===== src/hdl/ffha_ram.sv =====
// Generic simple dual-port RAM: one write port, one read port, registered read.
// No dependencies.
module ffha_ram #(
   parameter int unsigned WIDTH = 8,
   parameter int unsigned DEPTH = 64
) (
   input  logic                     clock,
   input  logic                     wr_en,
   input  logic [$clog2(DEPTH)-1:0] wr_addr,
   input  logic [WIDTH-1:0]         wr_data,
   input  logic [$clog2(DEPTH)-1:0] rd_addr,
   output logic [WIDTH-1:0]         rd_data
);

   logic [WIDTH-1:0] mem_ff [DEPTH];

   always_ff @(posedge clock) begin
      if (wr_en) begin
         mem_ff[wr_addr] <= wr_data;
      end
      rd_data <= mem_ff[rd_addr];
   end

endmodule


===== config.mk =====
export PLATFORM = sky130hd
export DESIGN_NAME = ffha_ram
export DESIGN_NICKNAME = d
export VERILOG_FILES = /design/src/hdl/ffha_ram.sv
export SDC_FILE = /design/constraint.sdc
export NUM_CORES = 1
export LEC_CHECK = 0
export ABC_CLOCK_PERIOD_IN_PS = 1850
export BUFFER_PORTS_ARGS = -buffer_cell sky130_fd_sc_hd__buf_2
export CORE_MARGIN = 5
export CORE_UTILIZATION = 45
export DETAILED_ROUTE_END_ITERATION = 8
export PLACE_DENSITY_LB_ADDON = 0.1
export SYNTH_ARGS = -nofsm -noshare
export SYNTH_HDL_FRONTEND = slang
export SYNTH_SLANG_ARGS = --single-unit
export TNS_END_PERCENT = 50

===== constraint.sdc =====
create_clock -name clock -period 1.85 [get_ports clock]
set_input_delay 0.0925 -clock clock [delete_from_list [all_inputs] [get_ports clock]]
set_output_delay 0.0925 -clock clock [all_outputs]
set_load 0.005 [all_outputs]

After elaboration in Yosys (flattened, before gate mapping)
Memories as Yosys holds them, arrays and structs flattened. A register that Yosys moved wholly into a read port is not among the register bits.
Cells that the tools add are included.

word-level totals
  flip-flop bits (word level) = 0
  memory bits (writable) = 512
  input bits = 22
  output and inout port bits = 8
  logic and storage cells = 3
  memories kept = 1

memory list
  name    words  width  rd ports  clocked after Yosys merged registers in  wr ports  line  RTL
  mem_ff  64     8      1         1                                        1         15    logic [WIDTH-1:0] mem_ff [DEPTH];

operators by class
  mux-type cells = 2

operator list
  kind              number
  2-to-1 mux 1 bit  2

Depth between registers and ports, before layout
  word-level depth = 2
  mapped depth = 9
  depth with buffers taken out = 5

Least setup slack after synthesis
No wires, ideal clock.

  kind = input-to-reg
  from = input port rd_addr[1]
  to = register rd_data[3] (read register of mem_ff)
  setup time = 128 ps
  arrival = 1,632 ps
  data required time = 1,722 ps
  path slack = 90 ps
  stages = 7
  buffers on the path = 3
  cell sequence = buf_4 -> buf_2 -> buf_2 -> mux4_2 -> mux4_2 -> o21ai_1 -> o41ai_1

RTL lines
  element          line  RTL
  start, declared  11    input logic [$clog2(DEPTH)-1:0] rd_addr,
  end, declared    12    output logic [WIDTH-1:0] rd_data

==> impl_metrics.yaml <==
cts:
  cts_tree: "yes"
  path_clk_slew_ns: 0.06
  clockBufferDepth: 3
  cts_setup_buffers: 0
  root_buffer: "clkbuf_16"
  cts.sinks: 520
  h-tree-depth: 2
  insertion_delay_ns: 0.60
  cts_buffers: 53
sta:
  setup_viol: 1
  slew_viol_final: 0
  min_period_ns: 1.864
  fin_crit_sh_pct: 100.7
  fmax_ghz: 0.5365
  whs_ns: 0.01329
  final-hold-violation-count: 0
  layout_setup_ws_ns: -0.01383
  clock-skew-final_ns: 0.01522
  tns_ns: -0.01383
  grt_setup_unrepaired: "true"
  relSlewSlack_pct: 18.49
  worst_pin_slew_ns: 1.223
logic_synthesis:
  avgSynthCellArea_um2: 21.45
  async_reset_ff_share_pct: 0
  mappedNetlistArea_um2: 20170
  synthTopCellsByArea: "edfxtp_1 (76%), mux4_2 (14%), nor2_1 (1.5%)"
  yosysMostFrequentCell: "edfxtp_1"
  synthTopCellsByCount: "edfxtp_1 (512), mux4_2 (126), nor2_1 (83), mux2i_1 (23), nand2_1 (19)"
  syn-num-nets: 962
  ys_seq_elements: 520
  synth_cell_type_count: 40
  seq_area_frac_synth_pct: 77.03
  synth_edf_count: 512
  ys_warn_count: 0
  synth_top_cell_by_area: "edfxtp_1"
  netlist_instances: 940
  synth.top_cell.area_share_pct: 76.24
  ys.flop_type: "edfxtp_1"
floorplan:
  std_cell_rows: 77
  dieWidth_um: 221.7
  ios: 30
  die_area_um2: 49150
  start_util_pct: 45.51
  die_h_um: 221.7
  core_area_um2: 44320
min_path:
  min_path_cells: 2
  hold_start: "wr_data[2]"
  hold-path-endpoint: "mem_ff[4][2]"
  min_path_type: "primary input to register"
routing:
  routed_via_density: 5.571
  m1WireLength_mm: 21.17
  wl_met2_mm: 22.82
  met3_length_mm: 2.423
  first_iter_violations: 812
  drtAntennaViolNets: 0
  vias: 9855
  drtPass1Iterations: 5
  top_layer: "met5"
  drt-total-wl_mm: 47.34
  post-route-drc-count: 0
  wl_per_cell_um: 26.76
setup_path:
  cpMostUsedCell: "mux4_2"
  worstReg2RegEnd: "rd_data[0]"
  worst_r2r_path_depth: 5
  crit_arrival_ns: 2.33
  start_kind: "register"
  crit_slowest_cell: "mux4_2"
  crit_required_ns: 2.31
  crit_chain: "mux4_2, mux4_2, nor2_4, nor3_2, o2bb2ai_2"
  endpoint_kind: "register"
  r2r-start: "mem_ff[10][0]"
  cp_slowest_stage_delay_ns: 0.52
  critical_path.max_fanout: 1
  critPathKind: "register to register"
  regToRegSetupSlack_ns: -0.01
finish:
  syn2layout_area_growth_pct: 19.26
  drive_gt1_share_pct: 35.54
  fillers: 3487
  fin_nets: 1155
placement:
  io_buffers: 29
  dpl.hpwl_mm: 30.73
  gp_congestion: 0.7764
  place_ws_ns: -0.5406
power_and_ir_drop:
  leakage_uw: 0.007832
  power.density_nw_per_um2: 1049
  ir_worst_vdd_mv: 0.8290
global_route:
  grt_pass1_vias: 10320
  grt_pass1_wl_mm: 69.56
  grt_usage_pct: 19.23
  grt_max_degree: 65
  overflow: 0
  antenna_found_initial: 2
run:
  maxCapViolCount: 0
status:
  violations: "setup timing"
  status: "complete, but fails checks"
logic make-up after synthesis:
kind of cell | count (synthesis) | synth area share (%)
buffers and inverters | 51 | 1.570
AOI/OAI and AO/OA | 54 | 2.072
and+or+nand+nor | 153 | 3.387
muxes | 162 | 15.94
DFF | 520 | 77.03
where the power goes:
group	switching [µW]	total [µW]	internal (µW)
combinational	812	1430	615
clock	4350	10700	6380
sequential	39.3	13100	13000
total	5200	25200	20000
final cells by class:
class	count	area [µm²]	area share, %
Antenna cell	1	2.502	0.01040
Timing Repair Buffer	189	1595	6.633
Multi-Input combinational cell	369	4433	18.43
Sequential cell	520	15530	64.59
Clock buffer	66	1418	5.894
Tap cell	592	740.7	3.080
Clock inverter	32	327.8	1.363
sequential cells by signal, summed over array words and instances (netlist names):
name,cells
mem_ff,512
rd_data,8
stage by stage:
step	power (µW)	instances	utilization, %	area [µm²]
floorplan	14010	940	-	20170
global placement	14720	1667	49.99	22150
detailed placement	14740	1667	49.99	22150
CTS	25480	1767	54.12	23990
global route	26070	1768	54.27	24050
finish	25240	1769	54.27	24050
placed cells by master (no fill, tap or decap), types with 4 or more instances in the layout:
master	n
nor3_2	4
mux2i_1	23
nand2b_1	7
o22ai_1	8
clkbuf_16	55
mux2_2	13
buf_2	26
dlygate4sd3_1	4
nor2b_1	14
edfxtp_1	512
buf_4	140
a221oi_1	5
clkinv_2	9
bufinv_16	7
buf_12	18
nand3_1	13
clkinv_1	13
clkbuf_1	11
mux4_2	126
nand2_1	19
a211oi_1	4
dfxtp_1	8
nor2_1	78
o221ai_1	8
per-layer routing:
metal,up-vias,global-route usage [%]
li1,4314,-
met2,279,30.95
met1,5187,27.87
met4,2,4.494
met3,73,3.495
met5,-,0
critical path: cells and delay by family, from the launching register on:
kind,cells,cell delay (ns)
muxes,2,1.04
DFF,1,0.37
and+or+nand+nor,2,0.18
AOI/OAI and AO/OA,1,0.15
worst max-delay path by stage:
stage                              from    endpoint  slack, ns
after global placement       rd_addr[0]  rd_data[7]      -0.57
after CTS                 mem_ff[10][0]  rd_data[0]      -0.03
after detailed placement     rd_addr[0]  rd_data[7]      -0.54
final                     mem_ff[10][0]  rd_data[0]      -0.01
after floorplan              rd_addr[1]  rd_data[3]       0.09
after global routing      mem_ff[10][2]  rd_data[2]      -0.05
repair_timing:
action / 4_1_cts / 5_1_grt
pin swaps: 2 / 3
resized for setup: 16 / 11
hold endpoints to repair: 26 / 2
hold buffers: 2 / 2
endpoints found under the setup margin: 8 / 8
No activity file was read; power rests on OpenSTA's default activity.
